### config.mk
export PLATFORM = sky130hd
export DESIGN_NAME = ecz_sqrt
export DESIGN_NICKNAME = d
export VERILOG_FILES = /design/src/sv/ecz_pkg.sv /design/src/sv/ecz_sqrt.sv
export SDC_FILE = /design/constraint.sdc
export NUM_CORES = 2
export LEC_CHECK = 0
export ABC_AREA = 1
export BUFFER_PORTS_ARGS = -buffer_cell sky130_fd_sc_hd__buf_2
export CORE_MARGIN = 2
export CORE_UTILIZATION = 45
export DETAILED_ROUTE_END_ITERATION = 10
export HOLD_SLACK_MARGIN = 0.05
export SKIP_CTS_REPAIR_TIMING = 1
export SYNTH_ARGS = -nofsm -noshare
export SYNTH_HDL_FRONTEND = slang
export SYNTH_SLANG_ARGS = --single-unit
### constraint.sdc
create_clock -name clk -period 7.6 [get_ports clk]
set_input_delay 0.38 -clock clk [delete_from_list [all_inputs] [get_ports clk]]
set_output_delay 0.38 -clock clk [all_outputs]
set_load 0.01 [all_outputs]
### src/sv/ecz_pkg.sv
// ecz_pkg: widths, pipeline lengths, arctangent table and helpers for the
// pose-to-euler block. Depends on nothing; used by every module of the block.
`timescale 1ns / 1ps
`default_nettype none
package ecz_pkg;

  localparam int CORDIC_STEPS = 16;
  localparam int FRAC_BITS    = 16;
  localparam int GUARD_BITS   = 16;
  localparam int TABLE_FRAC   = 24;
  localparam int TABLE_LEN    = 24;

  localparam int ROT_W  = 18;
  localparam int POS_W  = 32;
  localparam int THR_W  = 16;
  localparam int ROLL_W = 25;
  localparam int PITCH_W = 24;
  localparam int YAW_W  = 25;

  // cordic operand widths
  localparam int CIN_W = ROT_W + 1;
  localparam int XY_W  = CIN_W + GUARD_BITS + 3;
  localparam int Z_W   = FRAC_BITS + 11;

  // square root widths
  localparam int SQ_W   = 2 * ROT_W;
  localparam int ROOT_W = ROT_W;
  localparam int REM_W  = ROOT_W + 3;

  // pipeline lengths
  localparam int SQRT_LAT   = 2 + ROOT_W;
  localparam int CORDIC_LAT = 1 + CORDIC_STEPS;
  localparam int TOTAL_LAT  = SQRT_LAT + CORDIC_LAT + 1;

  localparam int ATAN_SH = TABLE_FRAC - FRAC_BITS;

  localparam logic [31:0] ATAN_Q24 [TABLE_LEN] = '{
    32'd754974720, 32'd445687602, 32'd235489088, 32'd119537938, 32'd60000934,
    32'd30029717, 32'd15018523, 32'd7509720, 32'd3754917, 32'd1877466,
    32'd938734, 32'd469367, 32'd234684, 32'd117342, 32'd58671, 32'd29335,
    32'd14668, 32'd7334, 32'd3667, 32'd1833, 32'd917, 32'd458, 32'd229, 32'd115
  };

  localparam logic signed [Z_W-1:0] HALF_TURN    = Z_W'(180) <<< FRAC_BITS;
  localparam logic signed [Z_W-1:0] QUARTER_TURN = Z_W'(90) <<< FRAC_BITS;

  typedef struct packed {
    logic signed [ROT_W-1:0] r00;
    logic signed [ROT_W-1:0] r10;
    logic signed [ROT_W-1:0] r20;
    logic signed [ROT_W-1:0] r01;
    logic signed [ROT_W-1:0] r11;
    logic signed [ROT_W-1:0] r21;
    logic signed [ROT_W-1:0] r22;
    logic [POS_W-1:0]        px;
    logic [POS_W-1:0]        py;
    logic [POS_W-1:0]        pz;
  } pose_t;

  typedef struct packed {
    logic [ROOT_W-1:0] r;
    logic [POS_W-1:0]  px;
    logic [POS_W-1:0]  py;
    logic [POS_W-1:0]  pz;
  } tail_t;

  // atan(2^-i) in degrees, rounded half up to FRAC_BITS
  function automatic logic signed [Z_W-1:0] atan_entry(input int i);
    logic [32:0] rnd;
    rnd = ({1'b0, ATAN_Q24[i]} + ((33'd1 << ATAN_SH) >> 1)) >> ATAN_SH;
    return Z_W'(rnd);
  endfunction

  function automatic logic signed [Z_W-1:0] clamp(input logic signed [Z_W-1:0] v,
                                                  input logic signed [Z_W-1:0] lim);
    if (v > lim) return lim;
    if (v < -lim) return -lim;
    return v;
  endfunction

endpackage
`default_nettype wire

### src/sv/ecz_sqrt.sv
// ecz_sqrt: pipelined r = floor(sqrt(r00^2 + r10^2)), one root bit a stage.
// Depends on ecz_pkg.
`timescale 1ns / 1ps
`default_nettype none
module ecz_sqrt import ecz_pkg::*; (
  input  wire logic                    clk,
  input  wire logic                    en,
  input  wire logic signed [ROT_W-1:0] a,
  input  wire logic signed [ROT_W-1:0] b,
  output logic [ROOT_W-1:0]            root
);

  logic signed [SQ_W-1:0] pa_r, pb_r;
  logic [SQ_W-1:0]   n_r    [ROOT_W+1];
  logic [REM_W-1:0]  rem_r  [ROOT_W+1];
  logic [ROOT_W-1:0] root_r [ROOT_W+1];
  logic [REM_W-1:0]  rem_nxt  [ROOT_W];
  logic [ROOT_W-1:0] root_nxt [ROOT_W];

  // one digit pair per stage
  always_comb begin
    for (int i = 0; i < ROOT_W; i++) begin
      logic [REM_W-1:0] sh;
      logic [REM_W-1:0] t;
      sh = {rem_r[i][REM_W-3:0], n_r[i][SQ_W-1-2*i -: 2]};
      t  = {1'b0, root_r[i], 2'b01};
      if (sh >= t) begin
        rem_nxt[i]  = sh - t;
        root_nxt[i] = {root_r[i][ROOT_W-2:0], 1'b1};
      end else begin
        rem_nxt[i]  = sh;
        root_nxt[i] = {root_r[i][ROOT_W-2:0], 1'b0};
      end
    end
  end

  // squares, sum, then root stages
  always_ff @(posedge clk) begin
    if (en) begin
      pa_r      <= a * a;
      pb_r      <= b * b;
      n_r[0]    <= pa_r + pb_r;
      rem_r[0]  <= '0;
      root_r[0] <= '0;
      for (int i = 0; i < ROOT_W; i++) begin
        n_r[i+1]    <= n_r[i];
        rem_r[i+1]  <= rem_nxt[i];
        root_r[i+1] <= root_nxt[i];
      end
    end
  end

  assign root = root_r[ROOT_W];

endmodule
`default_nettype wire

==> results by group <==
Detailed routing
  – Met2 routed WL: 83,500 um
  – Antenna viol nets, final: 0
  – Total Wirelength: 160,000 um
  – Drt initial violations: 3,153
  – Wl on met1: 65,300 um
  – Top sig layer: met5
  – Vias/cell: 4.97
  – Avg WL per Cell: 16.0 um
  – Vias: 49,584
  – DR DRC count: 0
  – Met3 WL post-DR: 5410 um
  – TritonRoute pass-1 iters: 6

Worst setup path
  – Crit-path slowest cell: fa_1
  – Cells along the critical path: buf_2 -> inv_1 -> nor2_1 -> fa_1 -> inv_1 -> fa_1 -> inv_1 -> fa_1 -> fa_1 -> fa_1 -> inv_1 -> fa_1 -> inv_1 -> ha_1 -> nand2_1 -> inv_1 -> nand2_1 -> nor3_1 -> nand2_1 -> nand3_1 -> nand3_1 -> nand3_1 -> nand2_1
  – Critical path type: input port to flip-flop
  – Reg2reg start: root_r[9][5]$_DFFE_PP_
  – CP Launch Point: a[17]
  – Worst Setup End Kind: flip-flop
  – R2R setup slack: 4.85 ns
  – CP required: 8.04 ns
  – Crit start category: input port
  – CP arrival: 6.13 ns
  – Reg-to-reg endpoint: rem_r[10][6]$_DFFE_PP_
  – Crit-path max FO: 25
  – FF-to-FF path depth: 10
  – CP peak stage delay: 0.52 ns

Timing
  – RSZ-0062 raised after global routing: no
  – Tcrit/Tclk final: 74.8%
  – Peak Freq: 0.176 GHz
  – Slew of the pin with the lowest slew margin: 1.11 ns
  – Tmin final: 5.69 ns
  – Clock skew: 0.0333 ns
  – Slew HR: 25.8%
  – Final worst slack: 1.91 ns
  – Setup TNS: 0 ns
  – Final max-slew violation count: 0
  – Final Hold Viols: 0
  – Final setup fails: 0

Logic synthesis
  – Syn nets: 8,871
  – Async S/R FF share, synth: 0%
  – Mapped Cells: 7,811
  – Number of synthesized flops with an enable pin: 884
  – Yosys warns: 0
  – Synthesized area per cell: 8.89 um^2
  – Cell Area, Synth: 0.0694 mm^2
  – Most used flip-flop cell after synthesis: edfxtp_1
  – Unique masters post-synth: 55
  – Sequential share of the synthesized area: 38.2%
  – Flops & latches, synth: 884

Min path
  – HP Class: input port to flip-flop
  – Hold Path Origin: a[0]
  – Min-Delay Endpoint: pa_r[0]$_DFFE_PP_
  – Hold path depth: 1

Place
  – Port Buf Inserts: 55
  – Post-DP Area: 0.0718 mm^2
  – Post-DP HPWL: 129,000 um
  – GPL Wtd Cong: 0.897
  – Inst Count DP: 9,807
  – Place WS: 1.23 ns

Clocking
  – CTS max path bufs: 3
  – Clock Pin Slew Worst Setup and Hold Paths: 0.06 ns
  – CTS H-tree depth: 3
  – Total CTS buffers: 94
  – Skew-Pair Late Insertion Delay: 0.69 ns
  – Clock root cell: clkbuf_16
  – CTS tree: yes
  – Clk sinks: 884

Global route
  – Antenna violations before repair: 3
  – Pin count of the biggest net entering global routing: 186
  – Gr ovfl total: 0
  – Vias in the first global route: 49,966
  – Global-route wire length before repair: 259,000 um
  – GRT Util Overall: 20.7%

Floorplan
  – Die Ht: 397 um
  – Initial core utilization: 45.2%
  – Die area: 0.157 mm^2
  – Die X: 397 um
  – IO Count: 56
  – Standard-cell rows: 144
  – Core box area: 0.154 mm^2

Layout
  – Layout cells sized above 1: 3.81%
  – Finished Layout Cells: 9,980
  – Final #Nets: 8,919
  – Design area: 0.0749 mm^2
  – Fillcell total: 14,601
  – Area growth syn-to-layout: 7.89%

Run status
  – Status: complete, no violations

Run
  – # Max-Cap Violations: 0
-- stage by stage --
step | utilization, % | hold slack, ns
3_5_place_dp | 46.7 | 0.405
5_1_grt | 48.7 | 0.169
4_1_cts | 48.7 | 0.132
2_1_floorplan | - | 0.400
6_report | 48.7 | 0.203
3_3_place_gp | 46.7 | 0.400
-- state kept, by name (all words and copies together), names as in the netlist --
name,flops
root_r,171
rem_r,301
n_r,342
pa_r,35
pb_r,35
-- placed cells by master, fill, tap and decap left out, types with 58 or more instances in the layout --
cell          n
nand3_1     357
clkbuf_16    97
inv_1      1753
nand4_1     117
nor2_1      528
nor3_1       58
a21oi_1     261
nand2_1    2082
edfxtp_1    884
xor2_1      140
ha_1        437
fa_1        585
o21ai_0     172
xnor2_1      72
-- layout make-up --
type                            instances  area (um^2)  share of cell area [%]
Multi-Input combinational cell       5053        35700                    47.7
Sequential cell                       884        26500                    35.4
Inverter                             1764         6620                    8.85
Tap cell                             2044         2560                    3.42
Clock buffer                          112         2480                    3.32
Clock inverter                         58          588                   0.785
Timing Repair Buffer                   62          388                   0.518
Antenna cell                            3         7.51                  0.0100
-- worst max-delay path: cells and delay by family --
kind	cells	cell delay [ns]
buf+inv	7	1.11
fa+ha+maj	7	3.16
simple gates	9	1.47
-- synthesized netlist by cell type (3+ instances only) --
cell type	instances	area (um^2)
ha_1	437	5470
o21ai_0	172	861
clkbuf_1	61	229
o21ai_2	16	140
o21a_1	5	37.5
nand3_1	357	1790
nand4_1	117	732
buf_6	13	146
nand2_1	2082	7820
o21ai_1	20	100
nand3b_1	37	278
a21o_1	10	75.1
fa_1	585	11700
nor2_1	528	1980
a21oi_1	261	1310
buf_4	8	60.1
inv_2	9	33.8
a21oi_2	19	166
or2_2	8	50.1
a31o_2	4	35.0
nor2_2	10	62.6
nor3_2	5	50.1
a21boi_0	3	22.5
inv_1	1753	6580
and2_1	11	68.8
xor2_1	140	1230
o2111ai_1	3	26.3
nor2_4	7	78.8
o21bai_1	36	270
buf_1	20	75.1
nor4_1	11	68.8
buf_2	8	40.0
a31oi_1	4	25.0
nand2_2	6	37.5
nor3_1	58	290
xnor2_1	72	631
nand3_2	10	100
edfxtp_1	884	26500
-- worst max path at each step --
| stage | slack, ns | depth (start not counted) | end |
|---|---|---|---|
| global route | 1.46 | 23 | pb_r[30]$_DFFE_PP_ |
| global placement | 1.27 | 23 | pb_r[30]$_DFFE_PP_ |
| finish | 1.91 | 23 | pa_r[23]$_DFFE_PP_ |
| floorplan | 1.82 | 19 | pb_r[27]$_DFFE_PP_ |
| CTS | 1.98 | 23 | pb_r[30]$_DFFE_PP_ |
| detailed placement | 1.23 | 22 | pb_r[27]$_DFFE_PP_ |
-- layer usage --
metal  up-vias  global-route usage [%]
met5         -                       0
met4         2                    6.97
met3       275                    2.16
met2       976                    38.1
met1     23789                    25.0
li1      24542                       -
-- kinds of logic (layout without fill, tap and decap cells) --
| kind of cell | after synthesis | after routing | share of synthesized area (%) |
|---|---|---|---|
| xor+xnor | 212 | 212 | 2.68 |
| compound gates | 558 | 558 | 4.48 |
| other cells | 1 | 4 | 0.00540 |
| buf+inv | 1874 | 1996 | 10.3 |
| simple gates | 3260 | 3260 | 19.5 |
| fa+ha+maj | 1022 | 1022 | 24.7 |
| flops | 884 | 884 | 38.2 |
Power is left out: the tool's default activity adds up to more than one toggle a clock period on the data nets, which glitch-free logic cannot reach.
