===== src/sv/ecz_pkg.sv =====
// ecz_pkg: widths, pipeline lengths, arctangent table and helpers for the
// pose-to-euler block. Depends on nothing; used by every module of the block.
`timescale 1ns / 1ps
`default_nettype none
package ecz_pkg;

  localparam int CORDIC_STEPS = 16;
  localparam int FRAC_BITS    = 16;
  localparam int GUARD_BITS   = 16;
  localparam int TABLE_FRAC   = 24;
  localparam int TABLE_LEN    = 24;

  localparam int ROT_W  = 18;
  localparam int POS_W  = 32;
  localparam int THR_W  = 16;
  localparam int ROLL_W = 25;
  localparam int PITCH_W = 24;
  localparam int YAW_W  = 25;

  // cordic operand widths
  localparam int CIN_W = ROT_W + 1;
  localparam int XY_W  = CIN_W + GUARD_BITS + 3;
  localparam int Z_W   = FRAC_BITS + 11;

  // square root widths
  localparam int SQ_W   = 2 * ROT_W;
  localparam int ROOT_W = ROT_W;
  localparam int REM_W  = ROOT_W + 3;

  // pipeline lengths
  localparam int SQRT_LAT   = 2 + ROOT_W;
  localparam int CORDIC_LAT = 1 + CORDIC_STEPS;
  localparam int TOTAL_LAT  = SQRT_LAT + CORDIC_LAT + 1;

  localparam int ATAN_SH = TABLE_FRAC - FRAC_BITS;

  localparam logic [31:0] ATAN_Q24 [TABLE_LEN] = '{
    32'd754974720, 32'd445687602, 32'd235489088, 32'd119537938, 32'd60000934,
    32'd30029717, 32'd15018523, 32'd7509720, 32'd3754917, 32'd1877466,
    32'd938734, 32'd469367, 32'd234684, 32'd117342, 32'd58671, 32'd29335,
    32'd14668, 32'd7334, 32'd3667, 32'd1833, 32'd917, 32'd458, 32'd229, 32'd115
  };

  localparam logic signed [Z_W-1:0] HALF_TURN    = Z_W'(180) <<< FRAC_BITS;
  localparam logic signed [Z_W-1:0] QUARTER_TURN = Z_W'(90) <<< FRAC_BITS;

  typedef struct packed {
    logic signed [ROT_W-1:0] r00;
    logic signed [ROT_W-1:0] r10;
    logic signed [ROT_W-1:0] r20;
    logic signed [ROT_W-1:0] r01;
    logic signed [ROT_W-1:0] r11;
    logic signed [ROT_W-1:0] r21;
    logic signed [ROT_W-1:0] r22;
    logic [POS_W-1:0]        px;
    logic [POS_W-1:0]        py;
    logic [POS_W-1:0]        pz;
  } pose_t;

  typedef struct packed {
    logic [ROOT_W-1:0] r;
    logic [POS_W-1:0]  px;
    logic [POS_W-1:0]  py;
    logic [POS_W-1:0]  pz;
  } tail_t;

  // atan(2^-i) in degrees, rounded half up to FRAC_BITS
  function automatic logic signed [Z_W-1:0] atan_entry(input int i);
    logic [32:0] rnd;
    rnd = ({1'b0, ATAN_Q24[i]} + ((33'd1 << ATAN_SH) >> 1)) >> ATAN_SH;
    return Z_W'(rnd);
  endfunction

  function automatic logic signed [Z_W-1:0] clamp(input logic signed [Z_W-1:0] v,
                                                  input logic signed [Z_W-1:0] lim);
    if (v > lim) return lim;
    if (v < -lim) return -lim;
    return v;
  endfunction

endpackage
`default_nettype wire


===== src/sv/ecz_cordic.sv =====
// ecz_cordic: unrolled cordic vectoring lane giving atan2(y, x) in degrees.
// Depends on ecz_pkg.
`timescale 1ns / 1ps
`default_nettype none
module ecz_cordic import ecz_pkg::*; (
  input  wire logic                    clk,
  input  wire logic                    en,
  input  wire logic signed [CIN_W-1:0] x_in,
  input  wire logic signed [CIN_W-1:0] y_in,
  output logic signed [Z_W-1:0]        z_out
);

  logic signed [XY_W-1:0] x_r [CORDIC_STEPS+1];
  logic signed [XY_W-1:0] y_r [CORDIC_STEPS+1];
  logic signed [Z_W-1:0]  z_r [CORDIC_STEPS+1];
  logic                   zero_r [CORDIC_STEPS+1];
  logic signed [XY_W-1:0] xg, yg;

  assign xg = XY_W'(x_in) <<< GUARD_BITS;
  assign yg = XY_W'(y_in) <<< GUARD_BITS;

  always_ff @(posedge clk) begin
    if (en) begin
      // pre-rotation by half a turn for negative x
      zero_r[0] <= (x_in == '0) && (y_in == '0);
      if (x_in < 0) begin
        x_r[0] <= -xg;
        y_r[0] <= -yg;
        z_r[0] <= (y_in >= 0) ? HALF_TURN : -HALF_TURN;
      end else begin
        x_r[0] <= xg;
        y_r[0] <= yg;
        z_r[0] <= '0;
      end
      // micro-rotations
      for (int i = 0; i < CORDIC_STEPS; i++) begin
        zero_r[i+1] <= zero_r[i];
        if (y_r[i] >= 0) begin
          x_r[i+1] <= x_r[i] + (y_r[i] >>> i);
          y_r[i+1] <= y_r[i] - (x_r[i] >>> i);
          z_r[i+1] <= z_r[i] + atan_entry(i);
        end else begin
          x_r[i+1] <= x_r[i] - (y_r[i] >>> i);
          y_r[i+1] <= y_r[i] + (x_r[i] >>> i);
          z_r[i+1] <= z_r[i] - atan_entry(i);
        end
      end
    end
  end

  assign z_out = zero_r[CORDIC_STEPS] ? '0 : z_r[CORDIC_STEPS];

endmodule
`default_nettype wire


===== config.mk =====
export PLATFORM = sky130hd
export DESIGN_NAME = ecz_cordic
export DESIGN_NICKNAME = d
export VERILOG_FILES = /design/src/sv/ecz_pkg.sv /design/src/sv/ecz_cordic.sv
export SDC_FILE = /design/constraint.sdc
export NUM_CORES = 2
export LEC_CHECK = 0
export BUFFER_PORTS_ARGS = -buffer_cell sky130_fd_sc_hd__buf_4
export CORE_MARGIN = 2
export CORE_UTILIZATION = 27
export DETAILED_ROUTE_END_ITERATION = 8
export GPL_TIMING_DRIVEN = 0
export PLACE_DENSITY_LB_ADDON = 0.1
export SETUP_SLACK_MARGIN = 0.02
export SYNTH_ARGS = -nofsm -noshare
export SYNTH_HDL_FRONTEND = slang
export SYNTH_SLANG_ARGS = --single-unit

===== constraint.sdc =====
create_clock -name clk -period 14.25 [get_ports clk]
set_clock_uncertainty 0.05 [all_clocks]
set_input_delay 2.85 -clock clk [delete_from_list [all_inputs] [get_ports clk]]
set_output_delay 2.85 -clock clk [all_outputs]
set_load 0.01 [all_outputs]

==> parameters.txt <==
Parameter                              Value

Outcome
  Run status    finished, final reports clean

Synth
  Primary flip-flop cell chosen by synthesis mapping    edfxtp_1
  Post-synthesis net count    14,000
  Compound-gate portion of the synthesized area    between 20 and 25%
  Share of synthesized registers carrying an async set or reset    0%
  Mux share of post-synthesis cell area    0.522%
  Simple-gate area share of the yosys netlist    13.6%
  Number of cells produced by synthesis    about 13,000
  Area leader, netlist    edfxtp_1
  Area share of the largest cell type after synthesis    a little over a third
  Number of distinct standard cells referenced by the synthesized netlist    87
  Yosys warning count    0
  Fraction of synthesized cell area in xor and xnor cells    between 10% and 20%
  Synthesized flop and latch total    1,373
  Sequential share of the synthesized area    about a third
  Largest family of logic cells by synthesized area    compound AO/OA/AOI/OAI gates
  Mapped Avg Cell Area    9.44 µm²
  Synthesized-area fraction occupied by adder cells    between 10 and 15%
  Number of enable flip-flop cells after synthesis    1,373
  Cell types with the largest area share after synthesis    edfxtp_1 35%, ha_1 14%, xnor2_1 8.3%
  Post-Syn Area    ~0.12 mm²

Detailed routing
  Post-route DRC    0
  Average detailed-routed wire length per instance    around 21 µm
  Detailed router's first-iteration violation count    roughly 6,600
  Via-to-Cell Ratio    roughly 5.1
  Number of iterations in the first detailed-routing pass    6
  Antenna Nets Post-Route    0
  Vias after detailed routing    ~95,000
  Total Routed Length    390,000 µm

Floorplan
  Horizontal die dimension    between 600 and 700 µm
  Core box area    approximately 0.44 mm²
  Top-level port count    67
  Chip height    about 670 µm
  Area of the die    around 0.44 mm²
  Effective utilization at floorplan    a little over a quarter
  Count of standard-cell rows    about 240

Critical path
  CP startpoint kind    input port
  Largest fanout on the critical path    26
  Startpoint-to-endpoint class of the critical path    in -> reg
  Required time at the endpoint of the critical path    around 15 ns
  Count of cells along the worst register-to-register path    18
  Setup crit end kind    register
  Arrival time of data at the critical path endpoint    approximately 11 ns

Final layout
  Area growth syn-to-layout    12.1%
  Final net count    14,200
  Summed area of non-filler cells in the final layout    around 0.13 mm²
  Layout cells sized above 1    3.96%

Clock network
  Clk sinks    1,373
  Number of gates given a new drive strength after cts    0
  H-Tree Depth    4
  CTS tree    built
  TritonCTS Buffers    185
  Buffers inserted by post-CTS timing repair    0
  Maximum number of buffers from clock root to sink    4
  Worst skew pair latency    around 0.93 ns
  Root Buffer    clkbuf_16
  Clock-pin transition on the worst setup and hold timing paths    0.06 ns
  Number of hold buffers added after CTS    0

STA
  F_max    slightly below 0.1 GHz
  Max transition margin    between 3 and 4%
  Number of setup violations in the final report    0
  Shortest period the worst path allows    between 10 and 15 ns
  Transition time of the tightest slew-check pin    between 1 and 1.5 ns
  Final max-slew violation count    0
  Final critical-path share of the clock period    between 70% and 80%
  Worst Slack Setup Final    between 4 and 5 ns
  Number of endpoints with negative hold slack in the final report    0
  Setup repair after global routing missed its margin    false
  WHS    about 0.34 ns

Job
  Max-capacitance violation count    0

Place
  Final HPWL from detailed placement    roughly 320,000 µm
  Placed inst area    0.127 mm²
  Gp weighted congestion    a little under 0.9
  PortBufs    65
  Post-placement setup slack    roughly 2.6 ns

Global route
  Pin count of the biggest net entering global routing    63
  Final global-route overflow total    0
  All-Layer GR Usage    approximately 17%
  Number of global-route vias before repair    ~93,000
  First-pass GRT wire length    ~600,000 µm
  Antenna violations before repair    10

Min path
  Class of the most critical hold timing path    reg -> reg
  Hold Path Cell Cnt    0
-- final cells by class --
cell class / count / area (µm²)
multi-input cells: 10400 / 74100
inverters: 539 / 2020
fillers: 45400 / 305000
repair buffers: 90 / 1070
clock inverters: 112 / 1020
flip-flops and latches: 1373 / 41200
well taps: 5757 / 7200
plain buffers: 267 / 1100
diodes: 3 / 7.51
clock buffers: 223 / 4900
-- placed cells by master (no fill, tap or decap), types with 33 or more instances in the layout --
cell | Yosys | routed
edfxtp_1 | 1373 | 1373
ha_1 | 1337 | 1337
a21oi_1 | 1212 | 1212
xnor2_1 | 1125 | 1125
nor2_1 | 936 | 936
nand2_1 | 795 | 795
o21ai_0 | 777 | 777
xor2_1 | 682 | 682
a21o_1 | 609 | 609
inv_1 | 532 | 532
nor3_1 | 285 | 285
clkbuf_1 | 238 | 235
nand2b_1 | 209 | 209
nor2b_1 | 207 | 207
clkbuf_16 | 0 | 191
nand3_1 | 186 | 186
o31ai_1 | 181 | 181
o21bai_1 | 158 | 158
o21a_1 | 152 | 152
a31oi_1 | 118 | 118
and3_1 | 110 | 110
nand4_1 | 106 | 106
or3_1 | 103 | 103
nor4_1 | 86 | 86
o41ai_1 | 78 | 78
a211oi_1 | 70 | 70
buf_4 | 2 | 68
and2_1 | 65 | 65
or4_1 | 58 | 58
o211ai_1 | 58 | 58
a21boi_0 | 54 | 54
clkinv_1 | 4 | 47
or2_2 | 44 | 44
mux2i_1 | 37 | 37
and4_1 | 34 | 34
fa_1 | 33 | 33
-- worst paths after layout --
kind / slack, ns / end / startpoint
worst max-delay path: 4.03 / y_r[15][37] / en
worst min register to register: 0.34 / zero_r[1][0] / zero_r[0][15]
worst min-delay path: 0.34 / zero_r[1][0] / zero_r[0][15]
worst max register to register: 7.15 / y_r[14][37] / y_r[13][37]
-- kinds of logic (layout without fill, tap and decap cells) --
| group | count (synthesis) | after routing |
|---|---|---|
| AOI/OAI and AO/OA | 3826 | 3826 |
| muxes | 59 | 59 |
| and+or+nand+nor | 3306 | 3306 |
| DFF | 1373 | 1373 |
| xor gates and xnor gates | 1807 | 1807 |
| other | 1 | 4 |
| buffers and inverters | 806 | 1231 |
| adders and majority gates | 1370 | 1370 |
-- layer usage --
layer	vias to the layer above	track usage, %	wire, µm
met3	371	1.86	15200
met4	0	4.90	11800
met1	45900	24.1	190000
met5	-	0	0
li1	47100	-	-
met2	1910	27.3	173000
-- flip-flops by register name, indices dropped and copies added, names as in the netlist --
name / flops
y_r: 488
x_r: 479
z_r: 389
zero_r: 17
-- synthesized netlist by cell type, drive strengths merged (24+ instances only) --
library cell,n
a31oi,118
or4,60
a221oi,31
ha,1337
and2,65
o41ai,78
o211ai,58
o31ai,181
edfxtp,1373
nand3,186
nor4,86
o31a,27
clkbuf,238
buf,29
inv,535
fa,33
nand2,795
a31o,24
and3,110
xor2,682
nor2,937
a211oi,70
or2,45
nand3b,31
nor2b,207
a41oi,25
a21o,609
o21a,152
o21bai,158
xnor2,1125
nand4,106
a211o,31
mux2i,37
o21ai,783
nor3,286
a21oi,1212
nand2b,209
and4,34
or3,104
a21boi,54
-- through the flow --
stage | std cells | util (%) | TNS (ns)
2_1_floorplan | 12500 | - | 0
3_3_place_gp | 18400 | 28.8 | -3.76
3_5_place_dp | 18400 | 29.0 | 0
5_1_grt | 18700 | 30.3 | 0
6_report | 18700 | 30.3 | 0
4_1_cts | 18700 | 30.3 | 0
-- critical path: stages --
cell and delay (ns):
buf_4 0.32, buf_2 0.66, clkbuf_2 0.71, clkbuf_2 0.55, nand2_1 0.69, inv_1 0.53
clkbuf_2 0.31, buf_12 0.22, nor2_1 0.07, xor2_1 0.14, ha_1 0.27, o21a_1 0.19
a2111oi_1 0.65, nor4_1 0.19, o21ai_0 0.30, o211ai_1 0.16, a21oi_1 0.35, o21ai_0 0.21
a221o_1 0.37, a21oi_1 0.25, mux2i_1 0.23, nand4_1 0.34
Power is not shown: default switching activity piles up to over one toggle a cycle in this logic, so the estimate is an artifact.
